<file path="src/hw/rtl/vla_pkg.sv">
// ----------------------------------------------------------------------------
// vla_pkg
// Shared types and constants for the voice allocator: sizes, event codes and
// the sequencer states.
// ----------------------------------------------------------------------------
package vla_pkg;

  // Voice channel count and stamp width
  localparam int NUM_VOICES = 6;
  localparam int STAMP_BITS = 32;

  // Field widths
  localparam int FUNC_W = 2;
  localparam int NOTE_W = 7;
  localparam int VEL_W  = 7;
  localparam int CH_W   = 3;
  localparam int MASK_W = 6;

  // Packed stream widths (whole bytes)
  localparam int IN_DATA_W  = 16;
  localparam int OUT_DATA_W = 24;

  localparam logic [MASK_W-1:0] MASK_RESET = '1;

  // Event codes carried in the input tuser
  localparam logic [FUNC_W-1:0] FUNC_NOTE_ON  = 2'd0;
  localparam logic [FUNC_W-1:0] FUNC_NOTE_OFF = 2'd1;
  localparam logic [FUNC_W-1:0] FUNC_CLEAR    = 2'd2;

  // Sequencer states
  typedef enum logic [2:0] {
    ST_IDLE,
    ST_SCAN_ON,
    ST_SCAN_OFF,
    ST_EMIT_ON,
    ST_EMIT_OFF
  } vla_state_t;

endpackage

</file>
<file path="src/hw/rtl/voice_allocator_lru.sv">
// ----------------------------------------------------------------------------
// voice_allocator_lru
// Polyphonic voice allocator: note-on reuses an enabled channel holding the same
// note, else the lowest free enabled channel, else steals the oldest enabled one.
// ----------------------------------------------------------------------------
// One event is handled at a time; s_axis_tready is high only while the block
// is idle. A single channel-scan unit (one note compare and one stamp compare)
// steps through the NUM_VOICES channels, one per cycle. A note-on is accepted,
// scanned over all channels and then issues its key-on beat, if an enabled
// channel was found. A note-off is accepted, scanned the same way and then
// issues one key-off beat per channel holding the note (none when none
// matches). A clear skips the scan and issues one key-off beat per channel,
// one per cycle while the output is not stalled. An unused event code is
// dropped. Output stalls hold the block at each pending beat. Write the
// channel enable register only while no event is in flight; the new mask
// applies from the next event on.
module voice_allocator_lru (
  input  logic                               clk,
  input  logic                               rst,
  // channel enable register
  input  logic                               cfg_wr_en,
  input  logic [vla_pkg::MASK_W-1:0]         cfg_wr_data,
  // event input
  input  logic                               s_axis_tvalid,
  output logic                               s_axis_tready,
  input  logic [vla_pkg::IN_DATA_W-1:0]      s_axis_tdata,  // note[6:0], velocity[13:7]
  input  logic [vla_pkg::FUNC_W-1:0]         s_axis_tuser,  // func[1:0]
  // voice command output
  output logic                               m_axis_tvalid,
  input  logic                               m_axis_tready,
  output logic [vla_pkg::OUT_DATA_W-1:0]     m_axis_tdata,  // channel[2:0], note_out[9:3],
                                                            // velocity_out[16:10]
  output logic                               m_axis_tuser,  // key_on[0]
  output logic                               m_axis_tlast
);
  import vla_pkg::*;

  // Register state
  vla_state_t                state, state_next;
  logic [MASK_W-1:0]         cfg_mask;
  logic [NUM_VOICES-1:0]     voice_empty;
  logic [NOTE_W-1:0]         voice_note  [NUM_VOICES];
  logic [STAMP_BITS-1:0]     voice_stamp [NUM_VOICES];
  logic [STAMP_BITS-1:0]     stamp_counter;

  logic [NOTE_W-1:0]         ev_note;
  logic [VEL_W-1:0]          ev_vel;
  logic [CH_W-1:0]           idx;

  logic                      hit_found, free_found, best_found;
  logic [CH_W-1:0]           hit_idx, free_idx, best_idx;
  logic [STAMP_BITS-1:0]     best_stamp;
  logic [NUM_VOICES-1:0]     hit_mask;

  logic                      out_valid;
  logic [CH_W-1:0]           out_chan;
  logic                      out_key_on;
  logic [NOTE_W-1:0]         out_note;
  logic [VEL_W-1:0]          out_vel;
  logic                      out_last;

  // Combinational control
  logic                      in_acc;
  logic                      slot_free;
  logic                      idx_last;
  logic                      cur_en, cur_match, cur_older;
  logic                      any_found;
  logic [CH_W-1:0]           sel_idx;
  logic [STAMP_BITS-1:0]     stamp_new;
  logic                      load_on, load_off, advance_off;
  logic [NUM_VOICES-1:0]     idx_bit;
  logic                      off_last;

  assign in_acc    = s_axis_tvalid && s_axis_tready;
  assign slot_free = !out_valid || m_axis_tready;
  assign idx_last  = (idx == CH_W'(NUM_VOICES - 1));
  assign idx_bit   = NUM_VOICES'(1) << idx;

  // Shared scan unit: one channel per cycle
  assign cur_en    = cfg_mask[idx];
  assign cur_match = !voice_empty[idx] && (voice_note[idx] == ev_note);
  assign cur_older = !best_found || (voice_stamp[idx] < best_stamp);

  // Pick the winner: matching note, then free channel, then oldest stamp
  assign any_found = hit_found || free_found || best_found;
  assign sel_idx   = hit_found ? hit_idx : (free_found ? free_idx : best_idx);
  assign stamp_new = (stamp_counter == '1) ? stamp_counter : stamp_counter + 1'b1;

  assign off_last  = ((hit_mask & ~idx_bit) == '0);

  // Next state and beat strobes
  always_comb begin
    state_next  = state;
    load_on     = 1'b0;
    load_off    = 1'b0;
    advance_off = 1'b0;
    unique case (state)
      ST_IDLE: begin
        if (in_acc) begin
          unique case (s_axis_tuser)
            FUNC_NOTE_ON:  state_next = ST_SCAN_ON;
            FUNC_NOTE_OFF: state_next = ST_SCAN_OFF;
            FUNC_CLEAR:    state_next = ST_EMIT_OFF;
            default:       state_next = ST_IDLE;
          endcase
        end
      end
      ST_SCAN_ON: begin
        if (idx_last) state_next = ST_EMIT_ON;
      end
      ST_SCAN_OFF: begin
        if (idx_last) state_next = ST_EMIT_OFF;
      end
      ST_EMIT_ON: begin
        if (!any_found) begin
          state_next = ST_IDLE;
        end else if (slot_free) begin
          load_on    = 1'b1;
          state_next = ST_IDLE;
        end
      end
      ST_EMIT_OFF: begin
        if (hit_mask == '0) begin
          state_next = ST_IDLE;
        end else if (!hit_mask[idx]) begin
          advance_off = 1'b1;
        end else if (slot_free) begin
          load_off    = 1'b1;
          advance_off = 1'b1;
          if (off_last) state_next = ST_IDLE;
        end
      end
      default: state_next = ST_IDLE;
    endcase
  end

  // State register
  always_ff @(posedge clk) begin
    if (rst) begin
      state <= ST_IDLE;
    end else begin
      state <= state_next;
    end
  end

  // Channel enable register
  always_ff @(posedge clk) begin
    if (rst) begin
      cfg_mask <= MASK_RESET;
    end else if (cfg_wr_en) begin
      cfg_mask <= cfg_wr_data;
    end
  end

  // Voice store, scan registers and stamp counter
  always_ff @(posedge clk) begin
    if (rst) begin
      voice_empty   <= '1;
      stamp_counter <= '0;
      hit_mask      <= '0;
      hit_found     <= 1'b0;
      free_found    <= 1'b0;
      best_found    <= 1'b0;
      idx           <= '0;
      for (int c = 0; c < NUM_VOICES; c++) begin
        voice_stamp[c] <= '0;
      end
    end else begin
      // latch the event and arm the scan
      if (in_acc) begin
        ev_note    <= s_axis_tdata[NOTE_W-1:0];
        ev_vel     <= s_axis_tdata[NOTE_W+VEL_W-1:NOTE_W];
        idx        <= '0;
        hit_found  <= 1'b0;
        free_found <= 1'b0;
        best_found <= 1'b0;
        hit_mask   <= {NUM_VOICES{s_axis_tuser == FUNC_CLEAR}};
        if (s_axis_tuser == FUNC_CLEAR) begin
          stamp_counter <= '0;
        end
      end

      // note-on scan: track first match, first free and oldest enabled
      if (state == ST_SCAN_ON) begin
        if (cur_en && cur_match && !hit_found) begin
          hit_found <= 1'b1;
          hit_idx   <= idx;
        end
        if (cur_en && voice_empty[idx] && !free_found) begin
          free_found <= 1'b1;
          free_idx   <= idx;
        end
        if (cur_en && cur_older) begin
          best_found <= 1'b1;
          best_idx   <= idx;
          best_stamp <= voice_stamp[idx];
        end
        idx <= idx_last ? '0 : idx + 1'b1;
      end

      // note-off scan: mark every channel holding the note
      if (state == ST_SCAN_OFF) begin
        hit_mask[idx] <= cur_match;
        idx           <= idx_last ? '0 : idx + 1'b1;
      end

      // assign the chosen channel
      if (load_on) begin
        voice_empty[sel_idx] <= 1'b0;
        voice_note[sel_idx]  <= ev_note;
        voice_stamp[sel_idx] <= stamp_new;
        stamp_counter        <= stamp_new;
      end

      // release the current channel
      if (load_off) begin
        voice_empty[idx] <= 1'b1;
        voice_stamp[idx] <= '0;
        hit_mask[idx]    <= 1'b0;
      end
      if (advance_off) begin
        idx <= idx_last ? '0 : idx + 1'b1;
      end
    end
  end

  // Output register: load a beat, drop it once taken
  always_ff @(posedge clk) begin
    if (rst) begin
      out_valid <= 1'b0;
    end else if (load_on || load_off) begin
      out_valid <= 1'b1;
    end else if (m_axis_tready) begin
      out_valid <= 1'b0;
    end
  end

  always_ff @(posedge clk) begin
    if (load_on) begin
      out_chan   <= sel_idx;
      out_key_on <= 1'b1;
      out_note   <= ev_note;
      out_vel    <= ev_vel;
      out_last   <= 1'b1;
    end else if (load_off) begin
      out_chan   <= idx;
      out_key_on <= 1'b0;
      out_note   <= '0;
      out_vel    <= '0;
      out_last   <= off_last;
    end
  end

  assign s_axis_tready = (state == ST_IDLE);
  assign m_axis_tvalid = out_valid;
  assign m_axis_tdata  = {{(OUT_DATA_W - CH_W - NOTE_W - VEL_W){1'b0}},
                          out_vel, out_note, out_chan};
  assign m_axis_tuser  = out_key_on;
  assign m_axis_tlast  = out_last;

  // Checks
  a_idle_no_pending: assert property (@(posedge clk) disable iff (rst)
    (state == ST_IDLE) |-> (hit_mask == '0))
    else $error("pending key-off channels while idle");

  a_clear_resets_stamp: assert property (@(posedge clk) disable iff (rst)
    (in_acc && s_axis_tuser == FUNC_CLEAR) |=> (stamp_counter == '0))
    else $error("stamp counter not reset by clear");

  a_key_on_is_last: assert property (@(posedge clk) disable iff (rst)
    (out_valid && out_key_on) |-> out_last)
    else $error("key-on beat not marked last");

  a_last_off_drains: assert property (@(posedge clk) disable iff (rst)
    (load_off && off_last) |=> (hit_mask == '0))
    else $error("channels left after final key-off beat");

endmodule
</file>
<file path="config.mk">
export PLATFORM = sky130hd
export DESIGN_NAME = voice_allocator_lru
export DESIGN_NICKNAME = d
export VERILOG_FILES = /design/src/hw/rtl/vla_pkg.sv /design/src/hw/rtl/voice_allocator_lru.sv
export SDC_FILE = /design/constraint.sdc
export NUM_CORES = 1
export LEC_CHECK = 0
export ABC_AREA = 1
export ABC_CLOCK_PERIOD_IN_PS = 6200
export BUFFER_PORTS_ARGS = -buffer_cell sky130_fd_sc_hd__buf_2
export CORE_ASPECT_RATIO = 2
export CORE_UTILIZATION = 32
export DETAILED_ROUTE_END_ITERATION = 7
export MAX_ROUTING_LAYER = met4
export PLACE_DENSITY = 0.57
export RECOVER_POWER = 100
export SLEW_MARGIN = 20
export SYNTH_ARGS = -nofsm -noshare
export SYNTH_HDL_FRONTEND = slang
export SYNTH_SLANG_ARGS = --single-unit
export TNS_END_PERCENT = 100
</file>
<file path="constraint.sdc">
create_clock -name clk -period 6.2 [get_ports clk]
set_input_delay 1.86 -clock clk [delete_from_list [all_inputs] [get_ports clk]]
set_output_delay 1.86 -clock clk [all_outputs]
set_load 0.02 [all_outputs]
</file>
==> results of run 1 <==
## per-stage QoR
step	power, mW	cell area [µm²]	setup WS (ps)	instances	hold WS (ps)
final	7.19	21800	1110	2802	452
after global routing	7.54	21800	818	2802	469
after CTS	7.27	21900	1840	2802	452
after detailed placement	5.09	20900	1350	2738	436
after global placement	5.07	20900	1380	2738	437
after floorplan	4.59	19800	312	1982	426
## sequential cells by signal (all words and copies together), names as in the netlist, 6 cells and up, named ones only
name           cells
voice_stamp      256
voice_note        42
best_stamp        32
stamp_counter     32
ev_note            7
ev_vel             7
out_note           7
out_vel            7
cfg_mask           6
hit_mask           6
voice_empty        6
## path summary, 6_finish.rpt
| kind | startpoint | end | slack [ps] | cells after the start |
|---|---|---|---|---|
| hold reg to reg | m_axis_tuser$_SDFFE_PP1P_ | m_axis_tuser$_SDFFE_PP1P_ | 450 | 2 |
| setup / recovery | m_axis_tready | voice_stamp[1][20]$_SDFFCE_PN0P_ | 1110 | 9 |
| hold / removal | m_axis_tuser$_SDFFE_PP1P_ | m_axis_tuser$_SDFFE_PP1P_ | 450 | 2 |
| setup reg to reg | flop | best_stamp[8]$_DFFE_PP_ | 1150 | 17 |
## worst min-delay path: cells and delay by family, from the launching register on
kind,cells,cell delay [ps]
AND/OR/NAND/NOR,2,100
flip-flops,1,310
## power by group
| part | switching, mW | internal, mW | leakage (nW) |
|---|---|---|---|
| registers | 0.0959 | 3.33 | 4.04 |
| logic | 1.09 | 0.489 | 3.26 |
| clock network | 1.06 | 1.13 | 0.523 |
| total | 2.25 | 4.95 | 7.82 |
## cells in the final DEF (no fill, tap or decap), drive strengths merged, types with 20 or more instances in the layout
master / count
nor2: 420
edfxtp: 370
nand2: 287
o21ai: 170
inv: 170
nor3: 91
clkbuf: 83
dfxtp: 65
a21oi: 61
buf: 47
o22ai: 37
nand3: 37
ha: 33
a31oi: 32
xor2: 20
## cells in the mapped netlist, types with 13 or more instances
cell type	count
clkbuf_1	64
a31oi_1	32
a21oi_1	61
buf_4	13
inv_1	162
buf_6	15
edfxtp_1	370
o21ai_0	169
nand2_1	279
nor3_1	81
ha_1	33
nand3_1	35
o22ai_1	37
xor2_1	20
dfxtp_1	65
nor2_1	416
## area by class of cell
| type | count | share of cell area [%] |
|---|---|---|
| tap | 780 | 4.48 |
| multi-input combinational | 1268 | 28.4 |
| inverter | 171 | 2.96 |
| timing repair buffer | 84 | 2.23 |
| clock buffer | 46 | 4.31 |
| clock inverter | 18 | 0.666 |
| sequential | 435 | 57.0 |
## logic make-up (layout without fill, tap and decap cells)
kind of cell               after synthesis  in the layout  share of synthesized area [%]
xor gates and xnor gates                31             31                           1.37
buffers and inverters                  279            319                           6.16
AOI/OAI and AO/OA                      332            332                           9.43
DFF                                    435            435                           62.6
other                                    1              7                         0.0189
adders and majority gates               33             33                           2.08
and+or+nand+nor                        865            865                           18.3
## routing by layer
layer | vias to the layer above | wire, µm | part of all wire, % | GRT usage, %
met2 | 383 | 29900 | 56 | 33.7
met5 | - | 0 | 0 | -
met1 | 6851 | 18600 | 35 | 16.5
met4 | 0 | 2950 | 5.5 | 9.74
li1 | 6767 | - | - | -
met3 | 162 | 1680 | 3.2 | 1.92
==> run summary, run 1 <==
CP Class - in -> reg
Synth unique cells - 51
Failing checks - max-capacitance violations, max-slew violations
Area Overhead vs Synth - 9.97%
Wirelength per Cell - 19.0 µm
Synth warn - 0
Worst-path clk slew - 70 ps
Final hold violation count - 0
Global-route wire length before repair - 81.3 mm
Fin crit period - 5090 ps
Clk_skew - 23.7 ps
Antenna violations before repair - 0
Cells after synthesis - 1976
Hold_buf cts - 0
Final setup viols - 0
Status - finished with violations
Lkg Pwr - 7.82 nW
Postcts setup bufs - 0
Crit-path max FO - 40
VDD IR max - 0.282 mV
CTS tree - built
Slew @ Worst Pin - 1900 ps
Rows - 128
CP required - 6460 ps
Fin crit share - 82.0%
Crit start category - primary input
CTS root buffer - clkbuf_16
Top post-synthesis cells by area - edfxtp_1 56%, nor2_1 7.9%, dfxtp_1 6.6%
Fill count - 6130
Ports - 57
Synthesis-stage register bit count - 435
Grt ovf - 0
Synth async-reset ratio - 0%
Multi-input logic area - 6180 µm²
Most used DFF post-synth - edfxtp_1
Via density - 5.05
CP Buf/Inv Count - 4
PD cells - 330 nW/µm²
Synth area leader - edfxtp_1
Slew HR - -26.5%
Number of synthesized flops with an enable pin - 370
CP Cell Sequence - clkbuf_1, nor2_1, nor2_4, inv_1, clkbuf_1, nand2_1, o21ai_4, clkbuf_2, nor3_1
Core area - 61000 µm²
# H-tree levels - 2
Unrepaired setup endpoints after global routing - false
Drt initial violations - 883
CP most frequent cell - clkbuf_1
Fmax - 197 MHz
Starting Density - 32.5%
Yosys top cell area share - 56.1%
I/O Buffers - 47
Nets - 2058
Critical-path top delay cell - clkbuf_2
CP peak stage delay - 940 ps
Fin util - 35.7%
Ratio of cells with drive above 1 in the final layout - 6.48%
FF+latch area - 12400 µm²
Clk_lat worst skew - 570 ps
Max_cap viols - 4
Ant diodes - 0
Mapped Avg Cell Area - 10.0 µm²
HP Class - reg -> reg
DIE AREA - 63000 µm²
Arr. time, crit path - 5340 ps
Number of global-route vias before repair - 14500
Post-CTS Resized - 0
Via count - 14200
CTS max path bufs - 3
Largest net degree at the start of global routing - 78
RePlAce Congestion - 0.881
GR Util All Layers - 17.6%
DRC Markers - 0
Slew Limit Fails - 138
Width of the die - 178 µm
# clock sinks - 435
Die Height - 354 µm
Total Wirelength - 53.1 mm
Sequential element share of the synthesized area - 62.6%
Total CTS buffers - 36
Final ANT Viol Nets - 0
Setup TNS - 0 ps
Worst Setup End Kind - flop
Post-Syn Area - 19800 µm²
Worst path top cell family by delay - buffers and inverters
DPL Wire Length - 34.0 mm
DRT Pass-1 Iters - 5
Power figures use the tool's default switching activity.
==> run 2: changes to the inputs <==
--- a/config.mk
+++ b/config.mk
@@ -6,7 +6,7 @@
 export NUM_CORES = 1
 export LEC_CHECK = 0
 export ABC_AREA = 1
-export ABC_CLOCK_PERIOD_IN_PS = 6200
+export ABC_CLOCK_PERIOD_IN_PS = 4400
 export BUFFER_PORTS_ARGS = -buffer_cell sky130_fd_sc_hd__buf_2
 export CORE_ASPECT_RATIO = 2
 export CORE_UTILIZATION = 32
==> constraint.sdc (replaced) <==
create_clock -name clk -period 4.4 [get_ports clk]
set_input_delay 1.32 -clock clk [delete_from_list [all_inputs] [get_ports clk]]
set_output_delay 1.32 -clock clk [all_outputs]
set_load 0.02 [all_outputs]
==> run summary, run 2 (same netlist as run 1, synthesis figures left out) <==
Largest registers - voice_stamp (256), voice_note (42) (unchanged)
Fin crit period - 4060 ps
Die Height - 354 µm (unchanged)
Worst-path clk slew - 70 ps (about the same)
Total Wirelength - 55.4 mm (was 53.1 mm)
Number of global-route vias before repair - 14600 (was 14500)
Antenna violations before repair - 0 (unchanged)
RePlAce Congestion - 1.04 (was 0.881)
CP Buf/Inv Count - 4 (unchanged)
Final std cells w/o fill - 2823 (was 2802)
Clk pwr share - 32.2% (was 30.5%)
Width of the die - 178 µm (unchanged)
Total CTS buffers - 37 (was 36)
Final hold violation count - 0 (unchanged)
CTS root buffer - clkbuf_16 (unchanged)
Most frequent cells in the layout - 416 x nor2_1, 370 x edfxtp_1, 283 x nand2_1 (was 414 x nor2_1, 370 x edfxtp_1, 280 x nand2_1)
Hold_buf cts - 0 (unchanged)
Seq pwr share - 45.6% (was 47.6%)
HP Class - reg -> reg (unchanged)
Clk_lat worst skew - 560 ps (was 570 ps)
VDD IR max - 0.371 mV (was 0.282 mV)
Critical-path top delay cell - clkbuf_2 (unchanged)
Final setup viols - 0 (unchanged)
Fmax - 247 MHz
FF-to-FF Start - idx[0]$_SDFFE_PP0N_
Largest register by flop count - voice_stamp (unchanged)
P_int - 7.29 mW (was 4.95 mW)
Setup TNS - 0 ps (unchanged)
CP Class - reg -> reg (was in -> reg)
Status - finished with violations (unchanged)
CP Cell Sequence - inv_1, nor2_1, nand2_1, inv_1, a22oi_1, nand2_2, nand2_4, o32ai_4, clkbuf_1, nand3_4, clkbuf_2, nor2_1 (was clkbuf_1, nor2_1, nor2_4, inv_1, clkbuf_1, nand2_1, o21ai_4, clkbuf_2, nor3_1)
Psw - 3.22 mW (was 2.25 mW)
CTS tree - built (unchanged)
Max_cap viols - 1 (was 4)
Area Overhead vs Synth - 11.7% (was 9.97%)
Crit start category - flop (was primary input)
Ant diodes - 0 (unchanged)
Final ANT Viol Nets - 0 (unchanged)
CP peak stage delay - 640 ps (was 940 ps)
Core area - 61000 µm² (unchanged)
Rows - 128 (unchanged)
Starting Density - 32.5% (unchanged)
DRT Pass-1 Iters - 4 (was 5)
Crit-path max FO - 32 (was 40)
HP Start - voice_empty[4]$_SDFF_PP1_ (was m_axis_tuser$_SDFFE_PP1P_)
Global-route wire length before repair - 83.8 mm (was 81.3 mm)
Via density - 5.06 (was 5.05)
Lkg Pwr - 8.05 nW (was 7.82 nW)
Hold Crit Depth - 2 (unchanged)
I/O Buffers - 47 (unchanged)
Postcts setup bufs - 0 (unchanged)
CP required - 4780 ps (was 6460 ps)
Arr. time, crit path - 4440 ps (was 5340 ps)
Grt ovf - 0 (unchanged)
# clock sinks - 435 (unchanged)
Ratio of cells with drive above 1 in the final layout - 7.20% (was 6.48%)
Post-CTS Resized - 0 (unchanged)
DPL Wire Length - 37.4 mm (was 34.0 mm)
Fin util - 36.3% (was 35.7%)
# H-tree levels - 2 (unchanged)
Slew HR - -21.1% (was -26.5%)
R2r setup slk - 340 ps (was 1150 ps)
GR Util All Layers - 18.3% (was 17.6%)
Via count - 14300 (was 14200)
Design Power - 10.5 mW (was 7.19 mW)
Ports - 57 (unchanged)
RR Endpoint - voice_stamp[2][22]$_SDFFCE_PN0P_ (was best_stamp[8]$_DFFE_PP_)
Drt initial violations - 861 (was 883)
Reg2reg path depth - 12 (was 17)
Fin crit share - 92.2%
Placed cell count - 2756 (was 2738)
Largest register FFs - 256 (unchanged)
CP startpoint - idx[0]$_SDFFE_PP0N_ (was m_axis_tready)
Worst Setup End Kind - flop (unchanged)
Worst Hold End - voice_empty[4]$_SDFF_PP1_ (was m_axis_tuser$_SDFFE_PP1P_)
DIE AREA - 63000 µm² (unchanged)
DRC Markers - 0 (unchanged)
Clk_skew - 15.2 ps (was 23.7 ps)
Switching share of total power - 30.6% (was 31.2%)
Worst path top cell family by delay - simple AND/OR/NAND/NOR gates (was buffers and inverters)
CTS max path bufs - 3 (unchanged)
Slew Limit Fails - 37 (was 138)
Largest net degree at the start of global routing - 98 (was 78)
Fill count - 6062 (was 6130)
Wirelength per Cell - 19.6 µm (was 19.0 µm)
PD cells - 475 nW/µm² (was 330 nW/µm²)
Logic pwr share - 22.2% (was 21.9%)
Nets - 2077 (was 2058)
Most common cell after layout, fill and taps aside - nor2_1 (unchanged)
Failing checks - max-capacitance violations, max-slew violations (unchanged)
Slew @ Worst Pin - 1820 ps (was 1900 ps)
Unrepaired setup endpoints after global routing - false (unchanged)
==> run 2: cell count changes in the layout (fill, tap and decap cells not counted), sizes merged <==
cell,previous run,this run
buf,47,57
bufinv,1,3
clkbuf,83,96
inv,170,169
clkinvlp,1,0
clkinv,17,15
==> run 2: how the worst max path moves through the flow <==
stage / to / cells after the start
after floorplan: voice_stamp[5][0]$_DFFE_PP_ / 9
after global placement: best_stamp[9]$_DFFE_PP_ / 17
after detailed placement: voice_stamp[6][14]$_DFFE_PP_ / 11
after CTS: best_stamp[8]$_DFFE_PP_ / 17
after global routing: stamp_counter[12]$_SDFFE_PP0P_ / 8
final: voice_stamp[2][22]$_SDFFCE_PN0P_ / 12
==> run 2: cell type report <==
type | count | area [µm²] | area share (%)
timing repair buffer | 102 | 713 | 3.22
tap | 780 | 976 | 4.41
multi-input combinational | 1268 | 6180 | 27.9
clock buffer | 51 | 1040 | 4.70
clock inverter | 16 | 173 | 0.780
sequential | 435 | 12400 | 56.1
inverter | 171 | 644 | 2.91
==> run 2: through the flow <==
stage | worst slack (ps) | hold WS, ps | cell area [µm²]
6_report | 345 | 464 | 22100
2_1_floorplan | 25.4 | 426 | 19800
5_1_grt | 211 | 485 | 22100
3_5_place_dp | 714 | 451 | 21100
4_1_cts | 724 | 464 | 22300
3_3_place_gp | 734 | 442 | 21100
==> run 2: per-layer routing <==
layer,GRT usage [%],up-vias,share of wire (%)
li1,-,6804,-
met1,16.5,6950,34
met2,35.2,368,57
met3,1.85,155,3.2
met4,11.6,0,6.3
met5,-,-,0
==> run 2: worst min-delay path, cell delays in order (launching register included) <==
cell     delay [ps]
dfxtp_1         310
nand2_1          70
nand2_1          50
==> run 2: power groups by stage <==
stage                     Clock (mW)  Sequential (mW)  Combinational [mW]
after floorplan                    0             4.86                1.61
after global placement             0             4.88                2.32
after detailed placement           0             4.89                2.37
after CTS                       3.45             4.80                2.38
after global routing            3.58             4.81                2.60
final                           3.38             4.79                2.33
